==> src/gpa_pkg.sv <==
// Shared types, constants and helper functions for the GF(2) polynomial ALU.
`default_nettype none

package gpa_pkg;

  localparam int WORD_BITS = 64;
  localparam int IDX_W     = $clog2(WORD_BITS);
  localparam int DS_W      = 2 * WORD_BITS - 1;
  localparam int DEG_W     = 6;

  typedef logic [WORD_BITS-1:0] word_t;

  typedef enum logic [2:0] {
    CMD_CLMUL   = 3'd0,
    CMD_MUL_CYC = 3'd1,
    CMD_MUL_MOD = 3'd2,
    CMD_QUOT    = 3'd3,
    CMD_REM     = 3'd4,
    CMD_EXP     = 3'd5
  } cmd_t;

  typedef enum logic [3:0] {
    ST_IDLE,
    ST_PREP,
    ST_LAUNCH,
    ST_MUL,
    ST_DIV,
    ST_EXP_CHK,
    ST_EXP_MR,
    ST_EXP_SQ,
    ST_FIN
  } state_t;

  typedef struct packed {
    logic  start;
    word_t a;
    word_t b;
    word_t test;
    word_t red;
  } mul_req_t;

  typedef struct packed {
    logic  done;
    word_t product;
  } mul_rsp_t;

  typedef struct packed {
    logic  start;
    word_t dividend;
    word_t divisor;
    word_t top;
  } div_req_t;

  typedef struct packed {
    logic  done;
    word_t quotient;
    word_t remainder;
  } div_rsp_t;

  // One-hot of the highest set bit, zero for a zero word. A log-depth
  // prefix OR smears the top bit downward, then the edge is isolated.
  function automatic word_t top_onehot(input word_t v);
    word_t s;
    s = v;
    for (int k = 0; k < IDX_W; k++) begin
      s = s | (s >> (1 << k));
    end
    return s & ~(s >> 1);
  endfunction

endpackage

`default_nettype wire

==> src/gpa_mul_unit.sv <==
// Shift-and-xor multiplier with conditional reduction, one multiplier bit per cycle.
`default_nettype none

module gpa_mul_unit (
  input  wire logic             clk,
  input  wire logic             rst_n,
  input  wire gpa_pkg::mul_req_t req,
  output gpa_pkg::mul_rsp_t     rsp
);

  logic          busy_r, busy_nxt;
  gpa_pkg::word_t a_r, a_nxt;
  gpa_pkg::word_t b_r, b_nxt;
  gpa_pkg::word_t acc_r, acc_nxt;
  gpa_pkg::word_t test_r, test_nxt;
  gpa_pkg::word_t red_r, red_nxt;
  gpa_pkg::word_t a_sh;

  // The multiplier is consumed from the bottom; once it is zero no further
  // step can change the accumulator, so the unit stops early.
  always_comb begin
    a_sh     = {a_r[gpa_pkg::WORD_BITS-2:0], 1'b0};
    busy_nxt = busy_r;
    a_nxt    = a_r;
    b_nxt    = b_r;
    acc_nxt  = acc_r;
    test_nxt = test_r;
    red_nxt  = red_r;
    if (req.start) begin
      busy_nxt = 1'b1;
      a_nxt    = req.a;
      b_nxt    = req.b;
      acc_nxt  = '0;
      test_nxt = req.test;
      red_nxt  = req.red;
    end else if (busy_r) begin
      if (b_r == '0) begin
        busy_nxt = 1'b0;
      end else begin
        if (b_r[0]) begin
          acc_nxt = acc_r ^ a_r;
        end
        a_nxt = ((a_sh & test_r) != '0) ? (a_sh ^ red_r) : a_sh;
        b_nxt = b_r >> 1;
      end
    end
  end

  always_ff @(posedge clk) begin
    if (!rst_n) begin
      busy_r <= 1'b0;
    end else begin
      busy_r <= busy_nxt;
    end
    a_r    <= a_nxt;
    b_r    <= b_nxt;
    acc_r  <= acc_nxt;
    test_r <= test_nxt;
    red_r  <= red_nxt;
  end

  assign rsp.done    = busy_r && (b_r == '0);
  assign rsp.product = acc_r;

endmodule

`default_nettype wire

==> src/gpa_div_unit.sv <==
// Long divider over GF(2), one quotient bit per cycle from the top position down.
`default_nettype none

module gpa_div_unit (
  input  wire logic             clk,
  input  wire logic             rst_n,
  input  wire gpa_pkg::div_req_t req,
  output gpa_pkg::div_rsp_t     rsp
);

  logic                           busy_r, busy_nxt;
  logic                           done_r, done_nxt;
  logic [gpa_pkg::IDX_W-1:0]      cnt_r, cnt_nxt;
  gpa_pkg::word_t                 x_r, x_nxt;
  gpa_pkg::word_t                 q_r, q_nxt;
  logic [gpa_pkg::DS_W-1:0]       ds_r, ds_nxt;
  logic [gpa_pkg::DS_W-1:0]       tb_r, tb_nxt;
  logic                           hit;

  // The divisor and its top bit start shifted up by WORD_BITS-1 in a double
  // width register; bits that land above the word never match the dividend.
  always_comb begin
    hit      = (x_r & tb_r[gpa_pkg::WORD_BITS-1:0]) != '0;
    busy_nxt = busy_r;
    done_nxt = 1'b0;
    cnt_nxt  = cnt_r;
    x_nxt    = x_r;
    q_nxt    = q_r;
    ds_nxt   = ds_r;
    tb_nxt   = tb_r;
    if (req.start) begin
      busy_nxt = 1'b1;
      cnt_nxt  = gpa_pkg::IDX_W'(gpa_pkg::WORD_BITS - 1);
      x_nxt    = req.dividend;
      q_nxt    = '0;
      ds_nxt   = {req.divisor, {(gpa_pkg::WORD_BITS-1){1'b0}}};
      tb_nxt   = {req.top, {(gpa_pkg::WORD_BITS-1){1'b0}}};
    end else if (busy_r) begin
      if (hit) begin
        x_nxt = x_r ^ ds_r[gpa_pkg::WORD_BITS-1:0];
      end
      q_nxt  = {q_r[gpa_pkg::WORD_BITS-2:0], hit};
      ds_nxt = ds_r >> 1;
      tb_nxt = tb_r >> 1;
      cnt_nxt = cnt_r - 1'b1;
      if (cnt_r == '0) begin
        busy_nxt = 1'b0;
        done_nxt = 1'b1;
      end
    end
  end

  always_ff @(posedge clk) begin
    if (!rst_n) begin
      busy_r <= 1'b0;
      done_r <= 1'b0;
    end else begin
      busy_r <= busy_nxt;
      done_r <= done_nxt;
    end
    cnt_r <= cnt_nxt;
    x_r   <= x_nxt;
    q_r   <= q_nxt;
    ds_r  <= ds_nxt;
    tb_r  <= tb_nxt;
  end

  assign rsp.done      = done_r;
  assign rsp.quotient  = q_r;
  assign rsp.remainder = x_r;

endmodule

`default_nettype wire

==> src/gf2_polynomial_alu_top.sv <==
// Top level of the GF(2) polynomial ALU: handshakes, sequencer and result register.
// Multiplies run the multiply unit until operand_b is used up; quotient and remainder
// run the divider (a zero divisor or an unused command skips the units).
// Exponentiation runs one multiply unit pass per set exponent bit plus one squaring per
// exponent bit below the highest set bit. One transaction is in flight at a time; the
// multiply unit works by shift and xor, the divider yields one quotient bit per cycle.
// rst_n is synchronous and active low; it sets ring_degree to 63 and empties the block.
`default_nettype none

module gf2_polynomial_alu_top (
  input  wire logic                                  clk,
  input  wire logic                                  rst_n,
  input  wire logic                                  in_valid,
  output logic                                       in_ready,
  input  wire logic [2:0]                            in_cmd,
  input  wire logic [gpa_pkg::WORD_BITS-1:0]         in_operand_a,
  input  wire logic [gpa_pkg::WORD_BITS-1:0]         in_operand_b,
  input  wire logic [gpa_pkg::WORD_BITS-1:0]         in_modulus,
  output logic                                       out_valid,
  input  wire logic                                  out_ready,
  output logic [gpa_pkg::WORD_BITS-1:0]              out_result,
  input  wire logic                                  cfg_wr_en,
  input  wire logic [gpa_pkg::DEG_W-1:0]             cfg_wr_data
);

  gpa_pkg::state_t            state_r, state_nxt;
  logic [gpa_pkg::DEG_W-1:0]  ring_degree_r;

  // Operands captured when a transaction is accepted.
  logic [2:0]      cmd_r;
  gpa_pkg::word_t  opa_r, opb_r, mod_r;
  gpa_pkg::word_t  top_r, top_nxt;

  // Exponentiation working registers: running result, base and exponent.
  gpa_pkg::word_t  r_r, r_nxt;
  gpa_pkg::word_t  base_r, base_nxt;
  gpa_pkg::word_t  e_r, e_nxt;

  gpa_pkg::word_t  res_r, res_nxt;
  logic            out_valid_r;
  gpa_pkg::word_t  out_result_r;

  gpa_pkg::mul_req_t mul_req;
  gpa_pkg::mul_rsp_t mul_rsp;
  gpa_pkg::div_req_t div_req;
  gpa_pkg::div_rsp_t div_rsp;

  gpa_pkg::word_t  cyc_test, cyc_red;
  logic            is_div, is_mul, div_by_zero, out_free, e_last;

  assign cyc_test    = gpa_pkg::word_t'(1) << ring_degree_r;
  assign cyc_red     = cyc_test ^ gpa_pkg::word_t'(1);
  assign is_div      = (cmd_r == gpa_pkg::CMD_QUOT) || (cmd_r == gpa_pkg::CMD_REM);
  assign is_mul      = (cmd_r == gpa_pkg::CMD_CLMUL) || (cmd_r == gpa_pkg::CMD_MUL_CYC) ||
                       (cmd_r == gpa_pkg::CMD_MUL_MOD);
  assign div_by_zero = (opb_r == '0);
  assign out_free    = !out_valid_r || out_ready;
  // True when the exponent has no set bit above the one being handled now.
  assign e_last      = (e_r >> 1) == '0;

  gpa_mul_unit u_mul (
    .clk   (clk),
    .rst_n (rst_n),
    .req   (mul_req),
    .rsp   (mul_rsp)
  );

  gpa_div_unit u_div (
    .clk   (clk),
    .rst_n (rst_n),
    .req   (div_req),
    .rsp   (div_rsp)
  );

  // Next state. A transaction passes a preparation state, which finds the top bit of the
  // modulus or divisor, then a launch state that starts the multiply or divide unit where needed.
  always_comb begin
    state_nxt = state_r;
    case (state_r)
      gpa_pkg::ST_IDLE: begin
        if (in_valid) begin
          state_nxt = gpa_pkg::ST_PREP;
        end
      end
      gpa_pkg::ST_PREP: begin
        state_nxt = gpa_pkg::ST_LAUNCH;
      end
      gpa_pkg::ST_LAUNCH: begin
        if (is_mul) begin
          state_nxt = gpa_pkg::ST_MUL;
        end else if (is_div) begin
          state_nxt = div_by_zero ? gpa_pkg::ST_FIN : gpa_pkg::ST_DIV;
        end else if (cmd_r == gpa_pkg::CMD_EXP) begin
          state_nxt = gpa_pkg::ST_EXP_CHK;
        end else begin
          state_nxt = gpa_pkg::ST_FIN;
        end
      end
      gpa_pkg::ST_MUL: begin
        if (mul_rsp.done) begin
          state_nxt = gpa_pkg::ST_FIN;
        end
      end
      gpa_pkg::ST_DIV: begin
        if (div_rsp.done) begin
          state_nxt = gpa_pkg::ST_FIN;
        end
      end
      gpa_pkg::ST_EXP_CHK: begin
        if (e_r == '0) begin
          state_nxt = gpa_pkg::ST_FIN;
        end else if (e_r[0]) begin
          state_nxt = gpa_pkg::ST_EXP_MR;
        end else begin
          state_nxt = gpa_pkg::ST_EXP_SQ;
        end
      end
      gpa_pkg::ST_EXP_MR: begin
        if (mul_rsp.done) begin
          state_nxt = e_last ? gpa_pkg::ST_FIN : gpa_pkg::ST_EXP_SQ;
        end
      end
      gpa_pkg::ST_EXP_SQ: begin
        if (mul_rsp.done) begin
          state_nxt = gpa_pkg::ST_EXP_CHK;
        end
      end
      gpa_pkg::ST_FIN: begin
        if (out_free) begin
          state_nxt = gpa_pkg::ST_IDLE;
        end
      end
      default: begin
        state_nxt = gpa_pkg::ST_IDLE;
      end
    endcase
  end

  // Sequencer outputs: the input handshake and the start requests of both units.
  always_comb begin
    in_ready         = 1'b0;
    mul_req          = '0;
    div_req          = '0;
    div_req.dividend = opa_r;
    div_req.divisor  = opb_r;
    div_req.top      = top_r;
    case (state_r)
      gpa_pkg::ST_IDLE: begin
        in_ready = 1'b1;
      end
      gpa_pkg::ST_LAUNCH: begin
        mul_req.a = opa_r;
        mul_req.b = opb_r;
        case (cmd_r)
          gpa_pkg::CMD_CLMUL: begin
            mul_req.start = 1'b1;
          end
          gpa_pkg::CMD_MUL_CYC: begin
            mul_req.start = 1'b1;
            mul_req.test  = cyc_test;
            mul_req.red   = cyc_red;
          end
          gpa_pkg::CMD_MUL_MOD: begin
            mul_req.start = 1'b1;
            mul_req.test  = top_r;
            mul_req.red   = mod_r;
          end
          gpa_pkg::CMD_QUOT, gpa_pkg::CMD_REM: begin
            div_req.start = !div_by_zero;
          end
          default: begin
            mul_req.start = 1'b0;
          end
        endcase
      end
      gpa_pkg::ST_EXP_CHK: begin
        // Multiply the running result by the base when the exponent bit is set,
        // otherwise go straight to squaring the base.
        mul_req.start = (e_r != '0);
        mul_req.a     = e_r[0] ? r_r : base_r;
        mul_req.b     = base_r;
        mul_req.test  = cyc_test;
        mul_req.red   = cyc_red;
      end
      gpa_pkg::ST_EXP_MR: begin
        // The final squaring is skipped when no exponent bit remains.
        mul_req.start = mul_rsp.done && !e_last;
        mul_req.a     = base_r;
        mul_req.b     = base_r;
        mul_req.test  = cyc_test;
        mul_req.red   = cyc_red;
      end
      default: begin
        in_ready = 1'b0;
      end
    endcase
  end

  // Working registers of the sequencer.
  always_comb begin
    top_nxt  = top_r;
    r_nxt    = r_r;
    base_nxt = base_r;
    e_nxt    = e_r;
    res_nxt  = res_r;
    case (state_r)
      gpa_pkg::ST_PREP: begin
        top_nxt = gpa_pkg::top_onehot(is_div ? opb_r : mod_r);
      end
      gpa_pkg::ST_LAUNCH: begin
        res_nxt  = '0;
        r_nxt    = gpa_pkg::word_t'(1);
        base_nxt = opa_r;
        e_nxt    = opb_r;
      end
      gpa_pkg::ST_MUL: begin
        if (mul_rsp.done) begin
          res_nxt = mul_rsp.product;
        end
      end
      gpa_pkg::ST_DIV: begin
        if (div_rsp.done) begin
          res_nxt = (cmd_r == gpa_pkg::CMD_REM) ? div_rsp.remainder : div_rsp.quotient;
        end
      end
      gpa_pkg::ST_EXP_CHK: begin
        res_nxt = r_r;
      end
      gpa_pkg::ST_EXP_MR: begin
        if (mul_rsp.done) begin
          r_nxt   = mul_rsp.product;
          res_nxt = mul_rsp.product;
        end
      end
      gpa_pkg::ST_EXP_SQ: begin
        if (mul_rsp.done) begin
          base_nxt = mul_rsp.product;
          e_nxt    = e_r >> 1;
        end
      end
      default: begin
        res_nxt = res_r;
      end
    endcase
  end

  always_ff @(posedge clk) begin
    if (!rst_n) begin
      state_r       <= gpa_pkg::ST_IDLE;
      ring_degree_r <= gpa_pkg::DEG_W'(63);
      out_valid_r   <= 1'b0;
    end else begin
      state_r <= state_nxt;
      if (cfg_wr_en) begin
        ring_degree_r <= cfg_wr_data;
      end
      if ((state_r == gpa_pkg::ST_FIN) && out_free) begin
        out_valid_r <= 1'b1;
      end else if (out_ready) begin
        out_valid_r <= 1'b0;
      end
    end
    if (in_valid && in_ready) begin
      cmd_r <= in_cmd;
      opa_r <= in_operand_a;
      opb_r <= in_operand_b;
      mod_r <= in_modulus;
    end
    if ((state_r == gpa_pkg::ST_FIN) && out_free) begin
      out_result_r <= res_r;
    end
    top_r  <= top_nxt;
    r_r    <= r_nxt;
    base_r <= base_nxt;
    e_r    <= e_nxt;
    res_r  <= res_nxt;
  end

  assign out_valid  = out_valid_r;
  assign out_result = out_result_r;

endmodule

`default_nettype wire
==> config.mk <==
export PLATFORM = sky130hd
export DESIGN_NAME = gf2_polynomial_alu_top
export DESIGN_NICKNAME = d
export VERILOG_FILES = /design/src/gpa_pkg.sv /design/src/gpa_mul_unit.sv /design/src/gpa_div_unit.sv /design/src/gf2_polynomial_alu_top.sv
export SDC_FILE = /design/constraint.sdc
export NUM_CORES = 2
export LEC_CHECK = 0
export ABC_AREA = 1
export BUFFER_PORTS_ARGS = -buffer_cell sky130_fd_sc_hd__buf_4
export CAP_MARGIN = 20
export CORE_MARGIN = 2
export CORE_UTILIZATION = 30
export DETAILED_ROUTE_END_ITERATION = 8
export PLACE_DENSITY = 0.56
export SLEW_MARGIN = 10
export SYNTH_ARGS = -nofsm -noshare
export SYNTH_HDL_FRONTEND = slang
export SYNTH_SLANG_ARGS = --single-unit
==> constraint.sdc <==
create_clock -name clk -period 30.3 [get_ports clk]
set_clock_uncertainty 0.05 [all_clocks]
set_input_delay 4.545 -clock clk [delete_from_list [all_inputs] [get_ports clk]]
set_output_delay 4.545 -clock clk [all_outputs]
set_load 0.02 [all_outputs]
==> flow_metrics.tcl <==
set metrics [dict create \
    outcome "finished clean" \
    die_w_um 454 \
    syn_area_per_cell_um2 8.95 \
    cts_hold_buf 0 \
    synth_area_leaders "edfxtp_1 51%, nand2_1 12%, dfxtp_1 9.0%" \
    timing.slew.headroom 0.262 \
    path_class "flip-flop to output pin" \
    clockBufferDepth 3 \
    place_inst 9420 \
    crit_buf_inv 2 \
    die_height_um 454 \
    hold_path_class "flip-flop to flip-flop" \
    drv_cap 0 \
    slowest_delay_ps 470 \
    path_delay_family "simple AND/OR/NAND/NOR gates" \
    critPathLaunchType "flip-flop" \
    synth.most_common_cell "nand2_1" \
    crit_chain "nor2_1 -> inv_1 -> nor2_1 -> buf_4" \
    cts_sinks 1300 \
    end_kind "output pin" \
    grt_pass1_vias 45100 \
    synthFlopType "edfxtp_1" \
    gp_congestion 0.936 \
    drt_iter0_drc 4970 \
    syn_area_mm2 0.0607 \
    dr.pass1.iters 8 \
    path_common_cell "nor2_1" \
    vias_per_cell 4.93 \
    synth_top_area_frac 0.508 \
    fin_hold_ws_ps 368 \
    fmax_ghz 0.150 \
    synth_seq_cells 1300 \
    ys_warn_count 0 \
    layout.nets 7110 \
    root_buffer "clkbuf_16" \
    cts_buffers 152 \
    rsz0062_at_grt "no" \
    cp.arrival_ps 2090 \
    period_share 0.221 \
    postSynthCellCount 6781 \
    worst_slack_ps 23610 \
    track_usage 0.201 \
    power_uw 5890 \
    ir_drop_v 0.0000415 \
    grt_start_max_net_pins 203 \
    finalHoldViolCount 0 \
    cts_resized 0 \
    wirelength_mm 211 \
    setup_viol 0 \
    drive_above_1_share 0.0889 \
    rows 165 \
    num_io_pins 272 \
    die-area_mm2 0.206 \
    grt.overflow.total 0 \
    core-area_mm2 0.202 \
    wl_per_cell_um 21.8 \
    yosysSeqAreaShare 0.598 \
    power.leakage_uw 0.0272 \
    yosys-top-cells-count "1969 x nand2_1, 1026 x edfxtp_1, 813 x o21ai_0" \
    required_ps 25700 \
    clk_latency_ps 830 \
    postRouteAntennaNets 0 \
    power.density_mw_per_mm2 83.8 \
    drc 0 \
    fin_tns_setup_ps 0 \
    io_buffers 271 \
    crit_fanout 5 \
    fin_crit_ps 6690 \
    cp_slowest_cell "nor2_1" \
    htreeDepth 4 \
    dp_slack_ps 23400 \
    grt_pass1_wl_mm 305 \
    ys_types 45 \
    start_util 0.301 \
    dp_hpwl_mm 154 \
    drv_slew 0 \
    antenna_found_initial 9 \
    vias 47800 \
    post-cts-setup-buffers 0 \
    yosysTopAreaCell "edfxtp_1" \
    synth_nets 6989 \
    area_growth_pct 15.9 \
    async_flop_share 0 \
    fin_cells 9703 \
    clkTransAtPathRegs_ps 60 \
    worst_pin_slew_ps 1110 \
    cts_tree "built" \
    synth_edf_count 1026 \
]
state kept, by name, summed over array words and instances, names as in the netlist, 3 cells and up:
| register | count |
|---|---|
| base_r | 64 |
| cmd_r | 3 |
| e_r | 64 |
| mod_r | 64 |
| opa_r | 64 |
| opb_r | 64 |
| out_result | 64 |
| r_r | 64 |
| res_r | 64 |
| ring_degree_r | 6 |
| state_r | 4 |
| top_r | 64 |
| u_div.cnt_r | 6 |
| u_div.ds_r | 127 |
| u_div.q_r | 64 |
| u_div.tb_r | 127 |
| u_div.x_r | 64 |
| u_mul.a_r | 64 |
| u_mul.acc_r | 64 |
| u_mul.b_r | 64 |
| u_mul.red_r | 64 |
| u_mul.test_r | 63 |
kinds of logic after synthesis:
family / Yosys count / share of synthesized area
xor+xnor: 156 / 0.0225
buf+inv: 1103 / 0.0705
simple gates: 2967 / 0.191
compound gates: 1253 / 0.117
fa+ha+maj: 2 / 0.000412
flops: 1300 / 0.598
metrics by stage:
stage                     utilization  cell area [um2]
after floorplan                     -            60700
after global placement          0.323            65200
after detailed placement        0.323            65200
after CTS                       0.349            70300
after global routing            0.349            70300
final                           0.349            70300
power breakdown:
group | switching (uW) | internal [uW] | total, uW
combinational | 885 | 327 | 1210
sequential | 341 | 2450 | 2790
clock | 789 | 1110 | 1900
total | 2020 | 3880 | 5890
cells in the final DEF (no fill, tap or decap), types with 3 or more instances in the layout:
cell / synthesis / routed
clkinvlp_4: 0 / 5
inv_1: 727 / 721
nor2_2: 10 / 10
bufinv_16: 0 / 16
inv_2: 10 / 12
buf_4: 7 / 328
a21oi_1: 90 / 88
clkbuf_8: 0 / 5
clkinv_1: 3 / 26
xor2_1: 155 / 155
o21ai_1: 48 / 48
o221ai_1: 67 / 67
o21ai_4: 0 / 3
a22oi_1: 56 / 56
nand2_4: 1 / 5
edfxtp_1: 1026 / 1026
clkinv_2: 0 / 29
a211oi_1: 3 / 3
nor3_1: 22 / 21
clkbuf_1: 272 / 27
nor2_4: 3 / 7
nor4_1: 6 / 6
o22ai_1: 19 / 19
o211ai_1: 132 / 132
a22o_1: 14 / 14
nand4_1: 19 / 19
nand2_2: 3 / 7
nor2_1: 701 / 697
clkbuf_16: 0 / 157
dfxtp_1: 274 / 273
inv_16: 0 / 4
o21ai_0: 813 / 810
o21ai_2: 6 / 6
nand2_1: 1969 / 1960
nand3_1: 223 / 222
inv_6: 0 / 12
layer usage:
| metal | wire length (um) | track usage | part of all wire |
|---|---|---|---|
| met1 | 93400 | 0.276 | 0.44 |
| met4 | 10700 | 0.0960 | 0.051 |
| met2 | 94400 | 0.310 | 0.45 |
| met3 | 12700 | 0.0280 | 0.060 |
| met5 | 0 | 0 | 0 |
worst paths after layout:
kind / slack, ps / cells past startpoint / to / start
worst max-delay path: 23610 / 4 / in_ready / state_r[0]$_SDFFE_PN0P_
worst min-delay path: 370 / 0 / out_result[39]$_DFFE_PP_ / res_r[39]$_DFFE_PP_
worst max register to register: 25540 / 11 / u_div.x_r[17]$_DFFE_PP_ / opb_r[29]$_DFFE_PP_
worst min register to register: 370 / 0 / out_result[39]$_DFFE_PP_ / res_r[39]$_DFFE_PP_
final cells by class:
| type | instances | area (um2) |
|---|---|---|
| flip-flops and latches | 1300 | 36300 |
| repair buffers | 330 | 2500 |
| well taps | 2672 | 3340 |
| multi-input cells | 4378 | 20300 |
| clock inverters | 92 | 1020 |
| diodes | 2 | 5.00 |
| fillers | 20600 | 131000 |
| clock buffers | 189 | 4100 |
| inverters | 740 | 2790 |
(Power assumes the default switching activity.)
